$ cat src/rtl/cdu_pkg.sv
`timescale 1ns / 1ps

package cdu_pkg;

	// action codes
	localparam logic [1:0] ACT_NEXT     = 2'd0;
	localparam logic [1:0] ACT_PREV     = 2'd1;
	localparam logic [1:0] ACT_VALIDATE = 2'd2;
	localparam logic [1:0] ACT_DAYNUM   = 2'd3;

	localparam int unsigned MAX_YEAR = 9999;

	// y / 100 as (y * RECIP100) >> RECIP_SHIFT, exact for y below 2**14
	localparam logic [12:0] RECIP100    = 13'd5243;
	localparam int unsigned RECIP_SHIFT = 19;

	localparam logic [8:0] DAYS_IN_YEAR = 9'd365;

	typedef struct packed {
		logic [4:0]  day;
		logic [3:0]  month;
		logic [13:0] year;
		logic        ok;
		logic        leap;
		logic [21:0] num;
	} cdu_result_t;

	// length of month m, m in 1..12
	function automatic logic [4:0] month_days(input logic [3:0] m, input logic leap);
		logic [4:0] n;
		case (m)
			4'd2:    n = leap ? 5'd29 : 5'd28;
			4'd4, 4'd6, 4'd9, 4'd11: n = 5'd30;
			default: n = 5'd31;
		endcase
		return n;
	endfunction

	// days in a common year before the first of month m
	function automatic logic [8:0] days_before(input logic [3:0] m);
		logic [8:0] n;
		case (m)
			4'd2:    n = 9'd31;
			4'd3:    n = 9'd59;
			4'd4:    n = 9'd90;
			4'd5:    n = 9'd120;
			4'd6:    n = 9'd151;
			4'd7:    n = 9'd181;
			4'd8:    n = 9'd212;
			4'd9:    n = 9'd243;
			4'd10:   n = 9'd273;
			4'd11:   n = 9'd304;
			4'd12:   n = 9'd334;
			default: n = 9'd0;
		endcase
		return n;
	endfunction

endpackage

$ cat src/rtl/cdu_if.sv
`timescale 1ns / 1ps

// request channel: action and date
interface cdu_req_if;
	logic        valid;
	logic        ready;
	logic [1:0]  action;
	logic [6:0]  in_day;
	logic [6:0]  in_month;
	logic [13:0] in_year;

	modport source (output valid, action, in_day, in_month, in_year, input ready);
	modport sink   (input valid, action, in_day, in_month, in_year, output ready);
endinterface

// response channel: resulting date and flags
interface cdu_rsp_if;
	logic        valid;
	logic        ready;
	logic [4:0]  out_day;
	logic [3:0]  out_month;
	logic [13:0] out_year;
	logic        date_ok;
	logic        leap_year;
	logic [21:0] day_number;

	modport source (output valid, out_day, out_month, out_year, date_ok, leap_year,
		day_number, input ready);
	modport sink   (input valid, out_day, out_month, out_year, date_ok, leap_year,
		day_number, output ready);
endinterface

$ cat src/rtl/cdu_leap.sv
`timescale 1ns / 1ps

module cdu_leap
	import cdu_pkg::*;
(
	input  logic [13:0] year,
	output logic [7:0]  cent,
	output logic        leap
);

	logic [26:0] prod;
	logic [13:0] rem;
	logic [13:0] cent_x100;

	// reciprocal multiply for year / 100
	assign prod      = {13'd0, year} * {14'd0, RECIP100};
	assign cent      = prod[RECIP_SHIFT +: 8];
	assign cent_x100 = 14'({6'd0, cent} * 14'd100);
	assign rem       = year - cent_x100;

	// divisible by 4, and not by 100 unless by 400
	assign leap = (year[1:0] == 2'd0) && ((rem != 14'd0) || (cent[1:0] == 2'd0));

endmodule

$ cat src/rtl/cdu_core.sv
`timescale 1ns / 1ps

module cdu_core
	import cdu_pkg::*;
(
	input  logic [1:0]  action,
	input  logic [6:0]  in_day,
	input  logic [6:0]  in_month,
	input  logic [13:0] in_year,
	output cdu_result_t res
);

	logic [13:0] y_prev, y_next;
	logic [7:0]  cent_cur, cent_prev, cent_next;
	logic        leap_cur, leap_prev, leap_next;
	logic [3:0]  mi;
	logic [4:0]  di;
	logic [4:0]  dim_cur, dim_before;
	logic        valid;
	logic [21:0] n_years, n_days;

	assign y_prev = in_year - 14'd1;
	assign y_next = in_year + 14'd1;

	// leap flags for the three years a result can land in
	cdu_leap u_leap_cur  (.year(in_year), .cent(cent_cur),  .leap(leap_cur));
	cdu_leap u_leap_prev (.year(y_prev),  .cent(cent_prev), .leap(leap_prev));
	cdu_leap u_leap_next (.year(y_next),  .cent(cent_next), .leap(leap_next));

	assign mi         = in_month[3:0];
	assign di         = in_day[4:0];
	assign dim_cur    = month_days(mi, leap_cur);
	assign dim_before = month_days(mi - 4'd1, leap_cur);

	assign valid = (in_month >= 7'd1) && (in_month <= 7'd12)
		&& (in_year >= 14'd1) && (in_year <= 14'(MAX_YEAR))
		&& (in_day != 7'd0) && (in_day <= {2'd0, dim_cur});

	// whole years before this one: 365p + p/4 - p/100 + p/400
	assign n_years = 22'({8'd0, y_prev} * {13'd0, DAYS_IN_YEAR})
		+ {10'd0, y_prev[13:2]} - {14'd0, cent_prev} + {16'd0, cent_prev[7:2]};
	assign n_days  = n_years + {13'd0, days_before(mi)}
		+ {21'd0, leap_cur && (mi > 4'd2)} + {17'd0, di};

	always_comb begin
		res.day   = di;
		res.month = mi;
		res.year  = in_year;
		res.ok    = 1'b1;
		res.leap  = leap_cur;
		res.num   = 22'd0;
		case (action)
			ACT_NEXT: begin
				if (di < dim_cur) begin
					res.day = di + 5'd1;
				end else if (mi < 4'd12) begin
					res.day   = 5'd1;
					res.month = mi + 4'd1;
				end else if (in_year < 14'(MAX_YEAR)) begin
					res.day   = 5'd1;
					res.month = 4'd1;
					res.year  = y_next;
					res.leap  = leap_next;
				end else begin
					res.ok = 1'b0;
				end
			end
			ACT_PREV: begin
				if (di > 5'd1) begin
					res.day = di - 5'd1;
				end else if (mi > 4'd1) begin
					res.month = mi - 4'd1;
					res.day   = dim_before;
				end else if (in_year > 14'd1) begin
					res.day   = 5'd31;
					res.month = 4'd12;
					res.year  = y_prev;
					res.leap  = leap_prev;
				end else begin
					res.ok = 1'b0;
				end
			end
			ACT_DAYNUM: begin
				res.num = n_days;
			end
			default: begin
			end
		endcase
		if (!valid) begin
			res = '0;
		end
	end

endmodule

$ cat src/rtl/calendar_date_unit_top.sv
`timescale 1ns / 1ps

// channel  dir  fields
// -------  ---  ---------------------------------------------------------
// req      in   action, in_day, in_month, in_year
// rsp      out  out_day, out_month, out_year, date_ok, leap_year, day_number
//
// one item per cycle sustained while rsp is ready; each item goes from accept
// to result through input register, single pass of date logic, result register
// arst_n clears both stage valid flags; payload registers are not reset
// a stalled rsp holds the result register, and req keeps accepting while
// the input register is empty or moving into the result register

module calendar_date_unit_top
	import cdu_pkg::*;
(
	input  logic    clk,
	input  logic    arst_n,
	cdu_req_if.sink req,
	cdu_rsp_if.source rsp
);

	// input stage
	logic        v_s1;
	logic [1:0]  action_s1;
	logic [6:0]  day_s1;
	logic [6:0]  month_s1;
	logic [13:0] year_s1;

	// result stage
	logic        v_s2;
	cdu_result_t res_s2;

	cdu_result_t res;
	logic        adv;

	// result register can take a new item when empty or being drained
	assign adv       = !v_s2 || rsp.ready;
	assign req.ready = !v_s1 || adv;

	always_ff @(posedge clk or negedge arst_n) begin
		if (!arst_n) begin
			v_s1 <= 1'b0;
			v_s2 <= 1'b0;
		end else begin
			if (req.ready) begin
				v_s1 <= req.valid;
			end
			if (adv) begin
				v_s2 <= v_s1;
			end
		end
	end

	// capture the request item
	always_ff @(posedge clk) begin
		if (req.valid && req.ready) begin
			action_s1 <= req.action;
			day_s1    <= req.in_day;
			month_s1  <= req.in_month;
			year_s1   <= req.in_year;
		end
	end

	// all date arithmetic in one pass
	cdu_core u_core (
		.action  (action_s1),
		.in_day  (day_s1),
		.in_month(month_s1),
		.in_year (year_s1),
		.res     (res)
	);

	always_ff @(posedge clk) begin
		if (adv && v_s1) begin
			res_s2 <= res;
		end
	end

	assign rsp.valid      = v_s2;
	assign rsp.out_day    = res_s2.day;
	assign rsp.out_month  = res_s2.month;
	assign rsp.out_year   = res_s2.year;
	assign rsp.date_ok    = res_s2.ok;
	assign rsp.leap_year  = res_s2.leap;
	assign rsp.day_number = res_s2.num;

`ifndef NO_ASSERTIONS
	// an invalid date comes out all zero
	a_invalid_zero: assert property (@(posedge clk) disable iff (!arst_n)
		(rsp.valid && !rsp.date_ok && rsp.out_month == 4'd0)
		|-> (rsp.out_day == 5'd0 && rsp.out_year == 14'd0 && !rsp.leap_year))
		else $error("invalid date result not cleared");

	// a day number is only given for a valid date
	a_num_ok: assert property (@(posedge clk) disable iff (!arst_n)
		(rsp.valid && rsp.day_number != 22'd0) |-> rsp.date_ok)
		else $error("day number with date_ok low");

	// a good result is a real calendar date
	a_ok_range: assert property (@(posedge clk) disable iff (!arst_n)
		(rsp.valid && rsp.date_ok) |-> (rsp.out_month >= 4'd1 && rsp.out_month <= 4'd12
		&& rsp.out_day >= 5'd1 && rsp.out_year >= 14'd1))
		else $error("date_ok with out-of-range date");

	// a held input item is not dropped during a stall
	a_s1_hold: assert property (@(posedge clk) disable iff (!arst_n)
		(v_s1 && !adv) |=> v_s1)
		else $error("input stage lost an item");

	// an empty input stage always takes a request
	a_ready_empty: assert property (@(posedge clk) disable iff (!arst_n)
		!v_s1 |-> req.ready)
		else $error("ready low with empty input stage");
`endif

endmodule
$ cat src/flat_wrapper.sv
// flat-port wrapper written by rule: the top's interface ports become plain ports
module calendar_date_unit_top_flat import cdu_pkg::*;
  (clk, arst_n, req_valid, req_action, req_in_day, req_in_month, req_in_year, req_ready, rsp_valid, rsp_out_day, rsp_out_month, rsp_out_year, rsp_date_ok, rsp_leap_year, rsp_day_number, rsp_ready);
  cdu_req_if req_i ();
  cdu_rsp_if rsp_i ();
  input  logic clk;
  input  logic arst_n;
  input wire logic [$bits(req_i.valid)-1:0] req_valid;
  input wire logic [$bits(req_i.action)-1:0] req_action;
  input wire logic [$bits(req_i.in_day)-1:0] req_in_day;
  input wire logic [$bits(req_i.in_month)-1:0] req_in_month;
  input wire logic [$bits(req_i.in_year)-1:0] req_in_year;
  output wire logic [$bits(req_i.ready)-1:0] req_ready;
  output wire logic [$bits(rsp_i.valid)-1:0] rsp_valid;
  output wire logic [$bits(rsp_i.out_day)-1:0] rsp_out_day;
  output wire logic [$bits(rsp_i.out_month)-1:0] rsp_out_month;
  output wire logic [$bits(rsp_i.out_year)-1:0] rsp_out_year;
  output wire logic [$bits(rsp_i.date_ok)-1:0] rsp_date_ok;
  output wire logic [$bits(rsp_i.leap_year)-1:0] rsp_leap_year;
  output wire logic [$bits(rsp_i.day_number)-1:0] rsp_day_number;
  input wire logic [$bits(rsp_i.ready)-1:0] rsp_ready;
  assign req_i.valid = req_valid;
  assign req_i.action = req_action;
  assign req_i.in_day = req_in_day;
  assign req_i.in_month = req_in_month;
  assign req_i.in_year = req_in_year;
  assign req_ready = req_i.ready;
  assign rsp_valid = rsp_i.valid;
  assign rsp_out_day = rsp_i.out_day;
  assign rsp_out_month = rsp_i.out_month;
  assign rsp_out_year = rsp_i.out_year;
  assign rsp_date_ok = rsp_i.date_ok;
  assign rsp_leap_year = rsp_i.leap_year;
  assign rsp_day_number = rsp_i.day_number;
  assign rsp_i.ready = rsp_ready;
  calendar_date_unit_top u_core (.clk(clk), .arst_n(arst_n), .req(req_i), .rsp(rsp_i));
endmodule
$ cat config.mk
export PLATFORM = sky130hd
export DESIGN_NAME = calendar_date_unit_top_flat
export DESIGN_NICKNAME = d
export VERILOG_FILES = /design/src/rtl/cdu_pkg.sv /design/src/rtl/cdu_if.sv /design/src/rtl/cdu_leap.sv /design/src/rtl/cdu_core.sv /design/src/rtl/calendar_date_unit_top.sv /design/src/flat_wrapper.sv
export SDC_FILE = /design/constraint.sdc
export NUM_CORES = 1
export LEC_CHECK = 0
export BUFFER_PORTS_ARGS = -buffer_cell sky130_fd_sc_hd__buf_2
export CAP_MARGIN = 20
export CORE_UTILIZATION = 50
export DETAILED_ROUTE_END_ITERATION = 16
export GPL_TIMING_DRIVEN = 0
export PLACE_DENSITY_LB_ADDON = 0.2
export SLEW_MARGIN = 25
export SYNTH_ARGS = -nofsm -noshare
export SYNTH_HDL_FRONTEND = slang
export SYNTH_SLANG_ARGS = --single-unit
$ cat constraint.sdc
create_clock -name clk -period 14.55 [get_ports clk]
set_input_delay 2.91 -clock clk [delete_from_list [all_inputs] [get_ports clk]]
set_output_delay 2.91 -clock clk [all_outputs]
set_load 0.01 [all_outputs]
==> qor.csv, run 1 <==
metric,value,unit
core,0.0423,mm^2
post_drt_wl_per_cell,18.5,um
clock.fmax,69.6,MHz
maxCapViolCount,0,
routed_wl,54.6,mm
drc,0,
path_max_fanout,4,
tightestPinTransition,0.961,ns
final_util,57.8,%
slew_viol_final,0,
synthCells,2196,
reg2reg_setup_slack,0.18,ns
dp.cells,2861,
cp-end-kind,flop,
cts.sinks,88,
vias,15900,
synth_cell_type_count,82,
tns,0,ns
syn-cell-area,0.0217,mm^2
die_h,210,um
dieWidth,210,um
avgSynthCellArea,9.87,um^2
antenna_found_initial,0,
synthesis.nets,3050,
design.portCount,83,
initial_core_util,51.2,%
rsz0062_at_grt,true,
clock-root-buffer,clkbuf_16,
hold_violations,0,
synth-edff-count,77,
track_usage,25.7,%
synthArstFlopShare,2.27,%
dpl.hpwl,44.3,mm
startpoint_type,flop,
fin_crit_sh,98.7,%
area_growth,12.7,%
h-tree-depth,3,
grt_pass1_vias,16500,
grt-ovfl-total,0,
routabilityCongestion,0.895,
cp_slowest_stage_delay,0.54,ns
first_iter_violations,822,
setup-violations-final,0,
die_area,0.0442,mm^2
crit_required,14.65,ns
min_to,u_core.rsp.valid$_DFFE_PN0P_,
hold_class,flop to flop,
grt_pass1_wl,87.5,mm
synth_ff_type,edfxtp_1,
timing.rr.start,u_core.year_s1[11]$_DFFE_PP_,
mostFrequentLayoutCells,"ha_1, inv_1, fa_1",
dr.pass1.iters,5,
ys_seq_area_share,11.7,%
rows,75,
worst_setup_hold_path_clk_slew,0.07,ns
viasPerCell,5.36,
fin_nets,3230,
whs_path_depth,1,
cp_slowest_cell,fa_1,
ff2ff_path_depth,61,
clk_latency,0.38,ns
cpMostUsedCell,fa_1,
r2r-end,u_core.rsp.day_number[21]$_SDFFCE_PN0P_,
critPathKind,flop to flop,
stdcell_count,2958,
ant_nets,0,
fillers,3691,
finClkSkew,0.0190,ns
cts_made_buffers,9,
min_period,14.37,ns
cts_buffer_depth,2,
ys_seq_elements,88,
grt_max_degree,43,
ys_warn_count,0,
drive_above_1_share,13.1,%
antennaDiodeCount,0,
timing.slew.headroom,35.5,%
layout_commonest_cell,ha_1,
min-delay-start,u_core.v_s1$_DFFE_PN0N_,
port_buffers,82,
cts_tree,built,
status,"complete, no violations",
critPathArrivalTime,14.47,ns
-- Yosys cell counts, types with 5 or more instances --
library cell    n  area share, %
o21ai_0        49            1.1
edfxtp_1       77             11
a221oi_1        6           0.24
or3_1           5           0.14
a211oi_1       10           0.35
nor4_1          6           0.17
nand4_1         8           0.23
mux2i_1         7           0.32
nor2b_1        18           0.52
xnor2_1        81            3.3
a21o_1         34            1.2
a21oi_1        79            1.8
a31oi_1        13           0.38
nor3_1         34           0.78
dfxtp_1         9           0.83
a21boi_0        5           0.17
nand2b_1       10           0.29
clkbuf_1       16           0.28
nand3_1        31           0.72
a222oi_1        6           0.28
o21bai_1       13           0.45
inv_1         521            9.0
o21ai_1        10           0.23
nand2_1        70            1.2
ha_1          533             31
and3_1          9           0.26
o21a_1          9           0.31
fa_1          287             26
xor2_1         36            1.5
nor2_1        107            1.9
-- kinds of logic (layout without fill, tap and decap cells) --
| group | count (synthesis) | in the layout | synth area share (%) |
|---|---|---|---|
| fa+ha+maj | 820 | 820 | 57.3 |
| buf+inv | 543 | 728 | 9.46 |
| simple gates | 320 | 320 | 6.98 |
| compound gates | 297 | 297 | 9.26 |
| xor+xnor | 118 | 118 | 4.83 |
| flops | 88 | 88 | 11.7 |
| mux | 10 | 10 | 0.490 |
-- layer usage --
| metal | track usage (%) | vias up | routed length, um |
|---|---|---|---|
| li1 | - | 7592 | - |
| met4 | 7.93 | 0 | 1800 |
| met1 | 34.7 | 7787 | 24700 |
| met3 | 2.89 | 89 | 2270 |
| met5 | 0 | - | 0 |
| met2 | 43.1 | 392 | 25800 |
-- how the worst max path moves through the flow --
| stage | startpoint | to | cells past startpoint |
|---|---|---|---|
| floorplan | u_core.year_s1[11]$_DFFE_PP_ | u_core.rsp.day_number[19]$_SDFFCE_PN0P_ | 61 |
| global placement | u_core.year_s1[0]$_DFFE_PP_ | u_core.rsp.day_number[19]$_SDFFCE_PN0P_ | 60 |
| detailed placement | u_core.year_s1[11]$_DFFE_PP_ | u_core.rsp.day_number[19]$_SDFFCE_PN0P_ | 61 |
| CTS | u_core.year_s1[11]$_DFFE_PP_ | u_core.rsp.day_number[19]$_SDFFCE_PN0P_ | 60 |
| global route | u_core.year_s1[11]$_DFFE_PP_ | u_core.rsp.day_number[19]$_SDFFCE_PN0P_ | 62 |
| finish | u_core.year_s1[11]$_DFFE_PP_ | u_core.rsp.day_number[21]$_SDFFCE_PN0P_ | 61 |
-- cell type report --
| cell class | count | area [um^2] | share of cell area (%) |
|---|---|---|---|
| Buffer | 21 | 91.3 | 0.374 |
| Multi-Input combinational cell | 1565 | 17600 | 72.1 |
| Clock buffer | 10 | 239 | 0.978 |
| Sequential cell | 88 | 2540 | 10.4 |
| Timing Repair Buffer | 169 | 1140 | 4.67 |
| Inverter | 522 | 1980 | 8.10 |
| Clock inverter | 6 | 97.6 | 0.399 |
| Tap cell | 577 | 722 | 2.95 |
-- repair_timing --
item,CTS,global route
setup buffers,51,30
hold buffers,0,0
resized for setup,26,66
endpoints found under the setup margin,16,14
pin swaps,22,85
-- through the flow --
| step | area [um^2] | worst slack, ns | hold WS (ns) |
|---|---|---|---|
| 2_1_floorplan | 21700 | 0.567 | 0.449 |
| 3_3_place_gp | 22800 | -1.57 | 0.463 |
| 3_5_place_dp | 23000 | -1.70 | 0.488 |
| 4_1_cts | 23900 | 0.0178 | 0.509 |
| 5_1_grt | 24400 | -0.403 | 0.537 |
| 6_report | 24400 | 0.184 | 0.502 |
-- worst max-delay path, delay by kind of cell (launching register included) --
family          cells  cell delay [ns]
simple gates        9             0.97
buf+inv             8             0.60
xor+xnor            2             0.41
compound gates     24             4.64
flops               1             0.45
fa+ha+maj          18             6.99
Power of run 1 is left out: the tool's default activity adds up to more than one toggle a clock period on the data nets, which glitch-free logic cannot reach.
==> run 2: changes to the inputs <==
Settings changed: SYNTH_HIERARCHICAL set to 1.
==> qor.csv, run 2 <==
metric,value,unit,change
syn-cell-area,0.0223,mm^2,+3.0%
layout_commonest_cell,ha_1,,
antenna_found_initial,0,,unchanged
ff2ff_path_depth,40,,-34%
rsz0062_at_grt,false,,
dr.pass1.iters,13,,+8
clock.fmax,73.7,MHz,+5.9%
status,"complete, but fails checks",,
ys_seq_area_share,10.6,%,-1.1 points
timing.rr.start,u_core/year_s1[0]$_DFFE_PP_,,
synthesis.nets,3147,,+3.2%
drive_above_1_share,7.56,%,-5.5 points
h-tree-depth,3,,unchanged
path_max_fanout,16,,+12
design.portCount,83,,unchanged
dieWidth,213,um,+1.5%
port_buffers,82,,unchanged
first_iter_violations,861,,+4.7%
ys_warn_count,6,,+6
critPathKind,flop to flop,,
initial_core_util,50.6,%,-0.62 points
grt-ovfl-total,0,,unchanged
cts_setup_buffers,0,,-100%
rows,77,,+2.7%
startpoint_type,flop,,
viasPerCell,5.41,,+0.84%
cp-end-kind,flop,,
dpl.hpwl,45.3,mm,+2.2%
grt_pass1_vias,16700,,+1.0%
crit_start,u_core/year_s1[0]$_DFFE_PP_,,
cts_buffer_depth,2,,unchanged
cp_slowest_stage_delay,0.89,ns,+0.35 ns
cpMostUsedCell,fa_1,,
synth_cell_type_count,95,,+16%
cts_made_buffers,9,,unchanged
track_usage,24.5,%,-1.2 points
cts_tree,built,,
finClkSkew,0.0149,ns,-0.00415 ns
drc,2,,+2
core,0.0441,mm^2,+4.3%
synth_common_cells,"ha_1, inv_1, fa_1",,
critPathArrivalTime,13.69,ns,-0.78 ns
setup-violations-final,0,,unchanged
cts.sinks,79,,-10%
fin_crit_sh,93.3,%,-5.5 points
grt_max_degree,48,,+12%
ant_nets,0,,unchanged
clock-root-buffer,clkbuf_16,,
vias,16200,,+2.3%
largest_reg_flops,22,,
r2r-end,u_core/rsp.day_number[19]$_DFFE_PP_,,
dp_slack,1.06,ns,+2.77 ns
synth_ff_type,edfxtp_1,,
timing.slew.headroom,33.4,%,-2.1 points
tightestPinTransition,0.998,ns,+0.0367 ns
tns,0,ns,unchanged
routabilityCongestion,0.977,,+9.2%
post_drt_wl_per_cell,17.5,um,-5.3%
routed_wl,52.5,mm,-3.9%
synthArstFlopShare,2.53,%,+0.26 points
worst_setup_hold_path_clk_slew,0.07,ns,about the same
slew_viol_final,0,,unchanged
die_h,213,um,+1.5%
ys_seq_elements,79,,-10%
hold_violations,0,,unchanged
violations,design-rule violations,,
crit_required,14.67,ns,+0.02 ns
cts_hold_buf,0,,unchanged
fin_nets,3248,,+0.56%
antennaDiodeCount,0,,unchanged
reg2reg_setup_slack,0.98,ns,+0.80 ns
setup.worst_path.end,u_core/rsp.day_number[19]$_DFFE_PP_,,
cts_resized,0,,-100%
area_growth,7.53,%,
hold_class,flop to flop,,
yosys.area.top_type,ha_1,,
min_period,13.57,ns,-0.797 ns
die_area,0.0455,mm^2,+3.0%
grt_pass1_wl,85.8,mm,-1.9%
synth_top_area_share,29.4,%,-1.3 points
maxCapViolCount,0,,unchanged
clk_latency,0.38,ns,about the same
synthTopCellsByArea,"ha_1, fa_1, edfxtp_1",,
setup_slack,0.981,ns,+0.797 ns
avgSynthCellArea,9.70,um^2,-1.7%
mostFrequentLayoutCells,"ha_1, inv_1, fa_1",,
cp_slowest_cell,inv_1,,
synth_most_common_cell,ha_1,,
synth-edff-count,77,,unchanged
synthCells,2302,,+4.8%
## run 2: area by class of cell
class,count,area [um^2]
clock inverters,5,56.3
well taps,592,741
clock buffers,11,233
inverters,517,1940
multi-input cells,1665,18000
plain buffers,41,181
flip-flops and latches,79,2360
fillers,4029,20100
repair buffers,90,517
## run 2: worst min path at each step
stage,startpoint,endpoint,slack [ns],cells past startpoint
after floorplan,u_core/v_s1$_DFFE_PN0P_,u_core/rsp.valid$_DFFE_PN0P_,0.51,1
after global placement,u_core/v_s1$_DFFE_PN0P_,u_core/rsp.valid$_DFFE_PN0P_,0.53,1
after detailed placement,u_core/v_s1$_DFFE_PN0P_,u_core/rsp.valid$_DFFE_PN0P_,0.55,1
after CTS,u_core/v_s1$_DFFE_PN0P_,u_core/rsp.valid$_DFFE_PN0P_,0.57,1
after global routing,u_core/v_s1$_DFFE_PN0P_,u_core/rsp.valid$_DFFE_PN0P_,0.58,1
final,u_core/v_s1$_DFFE_PN0P_,u_core/rsp.valid$_DFFE_PN0P_,0.57,1
## run 2: worst max-delay path, delay by kind of cell, from the launching register on
| family | cells | cell delay, ns |
|---|---|---|
| XOR/XNOR | 2 | 0.69 |
| AND/OR/NAND/NOR | 6 | 1.19 |
| adder cells (fa/ha/maj) | 14 | 5.96 |
| flip-flops | 1 | 0.73 |
| buffers and inverters | 9 | 2.09 |
| AO/OA/AOI/OAI | 9 | 2.59 |
## run 2: cells by family after synthesis
group / share of synthesized area, %
fa+ha+maj: 55.1
buf+inv: 9.50
simple gates: 8.81
compound gates: 10.5
xor+xnor: 5.36
flops: 10.6
mux: 0.235
## run 2: layer usage
layer  part of all wire [%]  track usage, %
met2                     45            39.0
met4                    2.0            6.70
met5                      0               0
met3                    4.7            3.27
met1                     48            34.9
## run 2: stage by stage
| step | cells | hold slack, ns | instance area (um^2) | util, % |
|---|---|---|---|---|
| after CTS | 3000 | 0.570 | 24000 | 54.4 |
| final | 3000 | 0.566 | 24000 | 54.4 |
| after floorplan | 2302 | 0.511 | 22300 | - |
| after global routing | 3000 | 0.582 | 24000 | 54.4 |
| after global placement | 2976 | 0.526 | 23500 | 53.2 |
| after detailed placement | 2984 | 0.547 | 23700 | 53.8 |
Power of run 2 is left out for the same reason.
